<file path="config.mk">
export PLATFORM = sky130hd
export DESIGN_NAME = led_pulse_serializer_scaled
export DESIGN_NICKNAME = d
export VERILOG_FILES = /design/src/rtl/core/lps_pkg.sv /design/src/rtl/core/led_pulse_serializer_scaled.sv /design/src/rtl/core/lps_cfg_regs.sv /design/src/rtl/core/lps_scaler.sv /design/src/rtl/core/lps_serializer.sv
export SDC_FILE = /design/constraint.sdc
export NUM_CORES = 1
export LEC_CHECK = 0
export ABC_AREA = 1
export BUFFER_PORTS_ARGS = -buffer_cell sky130_fd_sc_hd__buf_2
export CAP_MARGIN = 20
export CORE_UTILIZATION = 55
export DETAILED_ROUTE_END_ITERATION = 8
export PLACE_DENSITY = 0.84
export SYNTH_ARGS = -nofsm -noshare
export SYNTH_HDL_FRONTEND = slang
export SYNTH_SLANG_ARGS = --single-unit
</file>
<file path="constraint.sdc">
create_clock -name clk -period 5 [get_ports clk]
set_input_delay 0 -clock clk [delete_from_list [all_inputs] [get_ports clk]]
set_output_delay 0 -clock clk [all_outputs]
set_load 0.005 [all_outputs]
</file>
<file path="src/rtl/core/lps_pkg.sv">
// shared types, constants and helpers for the scaled led pulse serializer
package lps_pkg;

  localparam int BITS_PER_BYTE = 8;
  localparam int CNT_W         = $clog2(BITS_PER_BYTE);
  localparam int CFG_W         = 8;
  localparam int CFG_IDX_W     = 3;

  localparam logic [CFG_IDX_W-1:0] REG_BRIGHTNESS  = 3'd0;
  localparam logic [CFG_IDX_W-1:0] REG_ONE_HIGH    = 3'd1;
  localparam logic [CFG_IDX_W-1:0] REG_ONE_LOW     = 3'd2;
  localparam logic [CFG_IDX_W-1:0] REG_ZERO_HIGH   = 3'd3;
  localparam logic [CFG_IDX_W-1:0] REG_ZERO_LOW    = 3'd4;

  localparam logic [CFG_W-1:0] RST_BRIGHTNESS = 8'd255;
  localparam logic [CFG_W-1:0] RST_ONE_HIGH   = 8'd19;
  localparam logic [CFG_W-1:0] RST_ONE_LOW    = 8'd11;
  localparam logic [CFG_W-1:0] RST_ZERO_HIGH  = 8'd10;
  localparam logic [CFG_W-1:0] RST_ZERO_LOW   = 8'd20;

  localparam logic [CNT_W-1:0] LAST_BIT = CNT_W'(BITS_PER_BYTE - 1);

  typedef struct packed {
    logic [BITS_PER_BYTE-1:0] pixel_byte;
    logic                     final_byte;
  } in_t;

  typedef struct packed {
    logic       bit_value;
    logic [7:0] high_cycles;
    logic [7:0] low_cycles;
    logic       last_of_byte;
    logic       end_of_strip;
  } out_t;

  typedef struct packed {
    logic [CFG_W-1:0] brightness;
    logic [CFG_W-1:0] one_high;
    logic [CFG_W-1:0] one_low;
    logic [CFG_W-1:0] zero_high;
    logic [CFG_W-1:0] zero_low;
  } cfg_t;

  // scaled byte handed from the input stage to the serializer
  typedef struct packed {
    logic                     valid;
    logic [BITS_PER_BYTE-1:0] data;
    logic                     final_byte;
  } load_t;

  // a pulse phase length is never below one
  function automatic logic [CFG_W-1:0] at_least_one(input logic [CFG_W-1:0] v);
    return (v == '0) ? CFG_W'(1) : v;
  endfunction

endpackage

</file>
<file path="src/rtl/core/led_pulse_serializer_scaled.sv">
// top level of the scaled led pulse serializer
// Each accepted color byte is scaled by the brightness register as
// ((byte+1)*(brightness+1)-1)>>8 and sent out as eight pulse descriptor
// beats, most significant bit first, one beat per clock when out_ready
// stays high. The next byte waits in the input register and loads into
// the shifter in the cycle the previous byte's eighth beat is issued,
// leaving no gap. Into an idle block, an accepted byte passes through the
// input register, the shift register and the output register before its
// first beat appears. Timing registers written as zero read back as one;
// writes to indexes beyond four are ignored. Configure only while no byte
// is in flight.
module led_pulse_serializer_scaled
  import lps_pkg::*;
(
  input  logic                 clk,
  input  logic                 rst,
  input  logic                 in_valid,
  output logic                 in_ready,
  input  in_t                  in_data,
  output logic                 out_valid,
  input  logic                 out_ready,
  output out_t                 out_data,
  input  logic                 cfg_we,
  input  logic [CFG_IDX_W-1:0] cfg_index,
  input  logic [CFG_W-1:0]     cfg_wdata
);

  cfg_t  cfg;
  load_t load;
  logic  load_take;

  lps_cfg_regs u_cfg (
    .clk       (clk),
    .rst       (rst),
    .cfg_we    (cfg_we),
    .cfg_index (cfg_index),
    .cfg_wdata (cfg_wdata),
    .cfg       (cfg)
  );

  lps_scaler u_scale (
    .clk        (clk),
    .rst        (rst),
    .in_valid   (in_valid),
    .in_ready   (in_ready),
    .in_data    (in_data),
    .brightness (cfg.brightness),
    .load_take  (load_take),
    .load       (load)
  );

  lps_serializer u_ser (
    .clk       (clk),
    .rst       (rst),
    .load      (load),
    .load_take (load_take),
    .cfg       (cfg),
    .out_valid (out_valid),
    .out_ready (out_ready),
    .out_data  (out_data)
  );

endmodule

</file>
<file path="src/rtl/core/lps_cfg_regs.sv">
// configuration register file: brightness and pulse timing
module lps_cfg_regs
  import lps_pkg::*;
(
  input  logic                 clk,
  input  logic                 rst,
  input  logic                 cfg_we,
  input  logic [CFG_IDX_W-1:0] cfg_index,
  input  logic [CFG_W-1:0]     cfg_wdata,
  output cfg_t                 cfg
);

  cfg_t regs;

  always_ff @(posedge clk) begin
    if (rst) begin
      regs.brightness <= RST_BRIGHTNESS;
      regs.one_high   <= RST_ONE_HIGH;
      regs.one_low    <= RST_ONE_LOW;
      regs.zero_high  <= RST_ZERO_HIGH;
      regs.zero_low   <= RST_ZERO_LOW;
    end else if (cfg_we) begin
      // timing values are clamped on write so readers never see zero
      unique case (cfg_index)
        REG_BRIGHTNESS: regs.brightness <= cfg_wdata;
        REG_ONE_HIGH:   regs.one_high   <= at_least_one(cfg_wdata);
        REG_ONE_LOW:    regs.one_low    <= at_least_one(cfg_wdata);
        REG_ZERO_HIGH:  regs.zero_high  <= at_least_one(cfg_wdata);
        REG_ZERO_LOW:   regs.zero_low   <= at_least_one(cfg_wdata);
        default: ;
      endcase
    end
  end

  assign cfg = regs;

endmodule

</file>
<file path="src/rtl/core/lps_scaler.sv">
// input register and brightness scaling of the color byte
module lps_scaler
  import lps_pkg::*;
(
  input  logic             clk,
  input  logic             rst,
  input  logic             in_valid,
  output logic             in_ready,
  input  in_t              in_data,
  input  logic [CFG_W-1:0] brightness,
  input  logic             load_take,
  output load_t            load
);

  logic                     held;
  in_t                      held_data;
  logic [BITS_PER_BYTE:0]   op_a;
  logic [CFG_W:0]           op_b;
  logic [17:0]              prod;

  assign in_ready = !held || load_take;

  always_ff @(posedge clk) begin
    if (rst) begin
      held <= 1'b0;
    end else if (in_ready) begin
      held <= in_valid;
    end
  end

  always_ff @(posedge clk) begin
    if (in_valid && in_ready) begin
      held_data <= in_data;
    end
  end

  // ((byte+1)*(brightness+1)-1)>>8, product before the minus one never below one
  always_comb begin
    op_a = {1'b0, held_data.pixel_byte} + 9'd1;
    op_b = {1'b0, brightness} + 9'd1;
    prod = 18'(op_a) * 18'(op_b) - 18'd1;
  end

  assign load.valid      = held;
  assign load.data       = prod[15:8];
  assign load.final_byte = held_data.final_byte;

endmodule

</file>
<file path="src/rtl/core/lps_serializer.sv">
// shift register that turns a scaled byte into eight pulse descriptors
module lps_serializer
  import lps_pkg::*;
(
  input  logic  clk,
  input  logic  rst,
  input  load_t load,
  output logic  load_take,
  input  cfg_t  cfg,
  output logic  out_valid,
  input  logic  out_ready,
  output out_t  out_data
);

  logic                     busy;
  logic [BITS_PER_BYTE-1:0] shreg;
  logic [CNT_W-1:0]         cnt;
  logic                     fin;
  logic                     advance;
  logic                     emit;
  logic                     last;
  out_t                     beat;

  assign advance   = !out_valid || out_ready;
  assign emit      = busy && advance;
  assign last      = (cnt == LAST_BIT);
  // a new byte loads when idle, or on the cycle its predecessor's last beat leaves
  assign load_take = load.valid && (!busy || (emit && last));

  always_comb begin
    beat.bit_value    = shreg[BITS_PER_BYTE-1];
    beat.high_cycles  = shreg[BITS_PER_BYTE-1] ? cfg.one_high : cfg.zero_high;
    beat.low_cycles   = shreg[BITS_PER_BYTE-1] ? cfg.one_low  : cfg.zero_low;
    beat.last_of_byte = last;
    beat.end_of_strip = last && fin;
  end

  always_ff @(posedge clk) begin
    if (rst) begin
      busy      <= 1'b0;
      cnt       <= '0;
      out_valid <= 1'b0;
    end else begin
      if (load_take) begin
        busy <= 1'b1;
        cnt  <= '0;
      end else if (emit) begin
        busy <= !last;
        cnt  <= cnt + CNT_W'(1);
      end
      if (advance) begin
        out_valid <= busy;
      end
    end
  end

  always_ff @(posedge clk) begin
    if (load_take) begin
      shreg <= load.data;
      fin   <= load.final_byte;
    end else if (emit) begin
      shreg <= {shreg[BITS_PER_BYTE-2:0], 1'b0};
    end
    if (emit) begin
      out_data <= beat;
    end
  end

endmodule

</file>
# Word level (Yosys, flattened, before mapping)
# Index checks and enable logic that the tools add are counted.
dict set report word_totals {
  ff_bits 83
  inputBits 25
  out_inout_bits 21
}
dict set report classes {
  addsub 4
  n_mul 1
  n_eq_ne 5
  mux 7
  n_reduce_logical 21
}
# op count
set op_table {}
lappend op_table {{8-bit 2-to-1 mux} 5}
lappend op_table {{8-bit by 1-bit adder with 9-bit output (second input constant)} 2}
lappend op_table {{9-bit by 9-bit multiplier with 16-bit output} 1}
lappend op_table {{16-bit by 1-bit subtractor with 16-bit output (second input constant)} 1}
lappend op_table {{2-bit AND reduction} 5}
lappend op_table {{8-bit zero test} 1}
lappend op_table {{3-bit by 2-bit equality test with 1-bit output (second input constant)} 2}
lappend op_table {{3-bit equality test (second input constant)} 2}
lappend op_table {{1-bit logical AND} 5}
lappend op_table {{1-bit zero test} 4}
lappend op_table {{3-bit by 1-bit adder with 3-bit output (second input constant)} 1}
lappend op_table {{3-bit by 1-bit equality test with 1-bit output (second input constant)} 1}
lappend op_table {{3-bit zero test} 1}
lappend op_table {{1-bit logical OR} 3}
lappend op_table {{1-bit 2-to-1 mux} 2}
lappend op_table {{2-bit nonzero test} 1}
lappend op_table {{2-bit OR reduction} 1}

# Depth between registers and ports, before layout
dict set report depth {
  word_depth 8
  depth_mapped 29
  ltp_nobuf 29
}

# Modules after synthesis
# Synthesis repeated with hierarchy kept, for this count alone.
dict set report hier_totals {
  hier_cells 753
  area_unflattened_um2 6428.7
}
# mod n_inst cells_each area_each_um2 seq_area_each_um2
set by_module_without_submodules {}
lappend by_module_without_submodules {lps_scaler 1 457 3434.5 290.3}
lappend by_module_without_submodules {lps_cfg_regs 1 188 1516.5 800.8}
lappend by_module_without_submodules {lps_serializer 1 108 1477.7 940.9}

# Least setup slack after synthesis
# OpenSTA, ideal clock, no wires.
dict set report synth_path {
  path_type {flip-flop to flip-flop}
  startpoint {register u_scale.held_data[1] (netlist name)}
  endpoint {register u_ser.shreg[3], data pin}
  setup_time_ns 0.253
  arrival_time_ns 4.961
  t_required_ns 4.747
  setup_slack_ns -0.214
  path_stages_with_launch 28
  path_buffers 0
  synth_period_minus_slack_ns 5.214
  path_cell_list {edfxtp_1 > ha_1 > nand3_1 > inv_1 > nand2_1 > nand2_1 > inv_1 > nand2_1 > fa_1 > inv_1 > fa_1 > inv_1 > fa_1 > inv_1 > fa_1 > inv_1 > fa_1 > inv_1 > ha_1 > a21oi_1 > o21a_1 > nand2_2 > nand2_1 > nand2_2 > nand2_1 > nand3_1 > nand3_1 > nand2_1}
}
dict set report synth_via {
  elab_chain_cells 4
}
# element line_no
set synth_lines {}
lappend synth_lines {{start, declared} lps_scaler.sv:16} ;# in_t held_data;
lappend synth_lines {{start signal, assigned} lps_scaler.sv:33} ;# held_data <= in_data;
lappend synth_lines {{8-bit by 1-bit adder with 9-bit output} lps_scaler.sv:39} ;# op_a = {1'b0, held_data.pixel_byte} + 9'd1;
lappend synth_lines {{9-bit by 9-bit multiplier with 16-bit output} lps_scaler.sv:41} ;# prod = 18'(op_a) * 18'(op_b) - 18'd1;
lappend synth_lines {{16-bit by 1-bit subtractor with 16-bit output} lps_scaler.sv:41}
lappend synth_lines {{8-bit 2-to-1 mux} lps_serializer.sv:58} ;# if (load_take) begin
lappend synth_lines {{end signal, assigned} lps_serializer.sv:59} ;# shreg <= load.data;
lappend synth_lines {{end signal, assigned} lps_serializer.sv:62} ;# shreg <= {shreg[BITS_PER_BYTE-2:0], 1'b0};
lappend synth_lines {{end, declared} lps_serializer.sv:16} ;# logic [BITS_PER_BYTE-1:0] shreg;
# No other way between the ends.
# A chain may end at the register's enable or synchronous reset.

# Worst setup path after layout
dict set report layout_path {
  startpoint {register u_scale.held_data[2] (netlist name)}
  endpoint {register u_ser.shreg[7], data pin}
}
# Same word-level chain as after synthesis.

==> flow_metrics.env <==
export IMPL_clk_pin_slew_ns=0.09
export IMPL_grt_first_pass_wirelength_um=25520
export IMPL_fin_crit_ns=5.293
export IMPL_layout_setup_ws_ns=-0.2927
export IMPL_required_ns=5.14
export IMPL_pre_cts_ws_ns=-0.1491
export IMPL_slowest_delay_ns=0.58
export IMPL_worst_skew_pair_late_latency_ns=0.37
export IMPL_nets=987
export IMPL_synthesis_nets=869
export IMPL_drcViolationCount=0
export IMPL_io_pins=46
export IMPL_vias_per_cell=5.565
export IMPL_synth_area_per_cell_um2=8.214
export IMPL_startpoint_type="register"
export IMPL_numCtsBuffers=9
export IMPL_antennaDiodeCount=0
export IMPL_seqPwrFrac=0.178
export IMPL_antenna_found_initial=0
export IMPL_die_h_um=107.6
export IMPL_worstPathArrival_ns=5.43
export IMPL_finalCritPeriodShare=1.059
export IMPL_totalWireLength_um=16890
export IMPL_syn_inst=747
export IMPL_cts_path_max_buffers=2
export IMPL_place_gp_congestion=0.9453
export IMPL_clockPowerShare=0.102
export IMPL_slew_headroom=0.3498
export IMPL_status="complete, but fails checks"
export IMPL_vias=5621
export IMPL_p_total_w=0.004632
export IMPL_synth_seq_cells=83
export IMPL_core_rowCount=38
export IMPL_synth_area_mm2=0.006136
export IMPL_drive_gt1_frac=0.2391
export IMPL_fin_skew_ns=0.01336
export IMPL_wl_per_cell_um=16.73
export IMPL_combPwrFrac=0.720
export IMPL_first_pass_iters=8
export IMPL_fillers=744
export IMPL_cts_sinks=83
export IMPL_switching_share=0.4752
export IMPL_final_common_cell="nand2_1"
export IMPL_detail_route_antenna_nets=0
export IMPL_power_internal_w=0.002431
export IMPL_yosys_warnings=0
export IMPL_track_usage=0.2858
export IMPL_cpMostUsedCell="fa_1"
export IMPL_cts_htree_levels=3
export IMPL_grt_max_degree=36
export IMPL_hold_viol=0
export IMPL_setup_tns_ns=-1.134
export IMPL_cp_max_fo=4
export IMPL_cts_tree="built"
export IMPL_p_per_area_mw_per_mm2=607.1
export IMPL_grt_pass1_vias=5531
export IMPL_fin_util=0.7038
export IMPL_final_cell_mix="144 x nand2_1, 130 x inv_1, 60 x nor2_1"
export IMPL_synth_top_area_cell="edfxtp_1"
export IMPL_worstMarginPinSlew_ns=0.9754
export IMPL_power_leakage_nw=3.767
export IMPL_end_kind="register"
export IMPL_worstPathCellList="nand2_2 -> nor3_4 -> xor2_2 -> buf_4 -> inv_1 -> nor2_1 -> fa_1 -> fa_1 -> fa_1 -> fa_1 -> ha_1 -> ha_4 -> nand2_1 -> buf_4 -> nor2_1 -> nand2_1 -> nand3_1 -> nand3_1 -> nand3_1 -> nand2_1"
export IMPL_setup_violations=8
export IMPL_slew_violations=0
export IMPL_area_delta_synth_final_pct=24.35
export IMPL_slowest_stage="fa_1"
export IMPL_timing_fmax_ghz=0.1889
export IMPL_synth_area_leaders="edfxtp_1 18%, fa_1 17%, dfxtp_1 15%, nand2_1 10%, ha_1 9.2%"
export IMPL_p_switching_w=0.002201
export IMPL_hp_class="input port to register"
export IMPL_dpl_hpwl_um=10940
export IMPL_rsz0062_at_grt="yes"
export IMPL_synth_top_area_frac=0.1811
export IMPL_root_buffer="clkbuf_8"
export IMPL_dieArea_mm2=0.01158
export IMPL_worstSetupPathType="register to register"
export IMPL_overflow=0
export IMPL_drv_cap=0
export IMPL_ys_seq_area_frac=0.3312
export IMPL_core_area_mm2=0.01084
export IMPL_die_w_um=107.6
export IMPL_irDropWorstVdd_mv=0.5731
export IMPL_yosysUniqueCellTypes=39
export IMPL_drt_iter0_drc=371
export IMPL_port_buffers=45
export IMPL_violations="setup timing"
export IMPL_initial_utilization=0.5660
state kept, by name, indices dropped and copies added (netlist names), 3 cells and up:
register / cells
u_ser.cnt: 3
u_ser.shreg: 8
u_cfg.cfg: 40
u_scale.held_data: 8
u_ser.out_data: 19
through the flow:
step                      instance area (um^2)  hold slack [ns]  cells
after floorplan                           6208          0.09887    747
after global placement                    6848           0.1770    959
after detailed placement                  6855           0.1783    960
after CTS                                 7456          0.04112   1004
after global routing                      7630          0.07032   1010
final                                     7630          0.05367   1010
layer usage:
metal | up-vias | track usage | routed length, um
met1 | 2645 | 0.3489 | 6431
li1 | 2583 | - | -
met2 | 323 | 0.4849 | 8252
met3 | 70 | 0.05872 | 1421
met4 | 0 | 0.1301 | 788
met5 | - | 0 | 0
area by class of cell:
type                            count  area, um^2  area share
Clock buffer                        9       123.9     0.01623
Clock inverter                      7       70.07    0.009183
Sequential cell                    83        2041      0.2675
Timing Repair Buffer              117       824.5      0.1081
Tap cell                          140       175.2     0.02296
Multi-Input combinational cell    507        3841      0.5034
Inverter                          147       554.3     0.07265
timing repair:
| item | in CTS | in global routing |
|---|---|---|
| hold endpoints to repair | 43 | 0 |
| hold buffers | 22 | 0 |
| gates resized for setup | 34 | 38 |
| endpoints found under the setup margin | 8 | 8 |
| pin swaps | 21 | 29 |
| setup buffers | 6 | 6 |
power by group through the flow:
stage	registers [W]	logic (W)	clock network, W
2_1_floorplan	0.000819	0.00176	0
3_3_place_gp	0.000836	0.00241	0
3_5_place_dp	0.000837	0.00249	0
4_1_cts	0.000823	0.00279	0.000471
5_1_grt	0.000830	0.00364	0.000497
6_report	0.000824	0.00333	0.000474
worst paths after layout:
kind	end	cells after the start	from	slack, ns
worst max-delay path	u_ser.shreg[7]$_DFFE_PP_	20	u_scale.held_data[2]$_DFFE_PP_	-0.29
worst max register to register	u_ser.shreg[7]$_DFFE_PP_	20	u_scale.held_data[2]$_DFFE_PP_	-0.29
worst min register to register	u_ser.fin$_DFFE_PP_	0	u_scale.load[0]$_DFFE_PP_	0.43
worst min-delay path	u_cfg.cfg[5]$_SDFFE_PP0P_	4	cfg_index[2]	0.05
Yosys cell counts:
library cell and n:
fa_1 52, ha_1 45, xnor2_1 3, inv_2 5
edfxtp_1 37, nor2_4 3, nor2_2 2, a21o_1 2
nand2_2 8, dfxtp_1 46, nand2_1 164, xor2_2 1
buf_2 1, nor2_1 72, a31oi_1 1, nand3_2 1
nor4_1 3, o21ai_1 2, nor3_1 5, a21boi_0 1
nand3b_1 1, clkbuf_1 8, o31ai_1 1, o211ai_1 7
nor3_4 1, o21bai_1 1, or2_2 2, nand3_1 30
xor2_1 4, a21oi_1 40, o21a_1 2, inv_1 141
buf_1 1, clkinv_1 1, nor3_2 1, and2_1 1
o21ai_0 46, nand4_1 3, mux2_2 2
worst max-delay path: cells and delay by family, from the launching register on:
family	cells	cell delay (ns)
XOR/XNOR	1	0.23
adder cells (fa/ha/maj)	6	2.76
flip-flops	1	0.42
AND/OR/NAND/NOR	10	1.23
buffers and inverters	3	0.42
kinds of logic (layout without fill, tap and decap cells):
| group | after synthesis | in the layout | share of synthesized area |
|---|---|---|---|
| fa+ha+maj | 97 | 97 | 0.2614 |
| compound gates | 103 | 103 | 0.08993 |
| xor+xnor | 8 | 8 | 0.01264 |
| buf+inv | 157 | 280 | 0.09625 |
| mux | 2 | 2 | 0.003670 |
| flops | 83 | 83 | 0.3312 |
| simple gates | 297 | 297 | 0.2049 |
(Power assumes the default switching activity.)
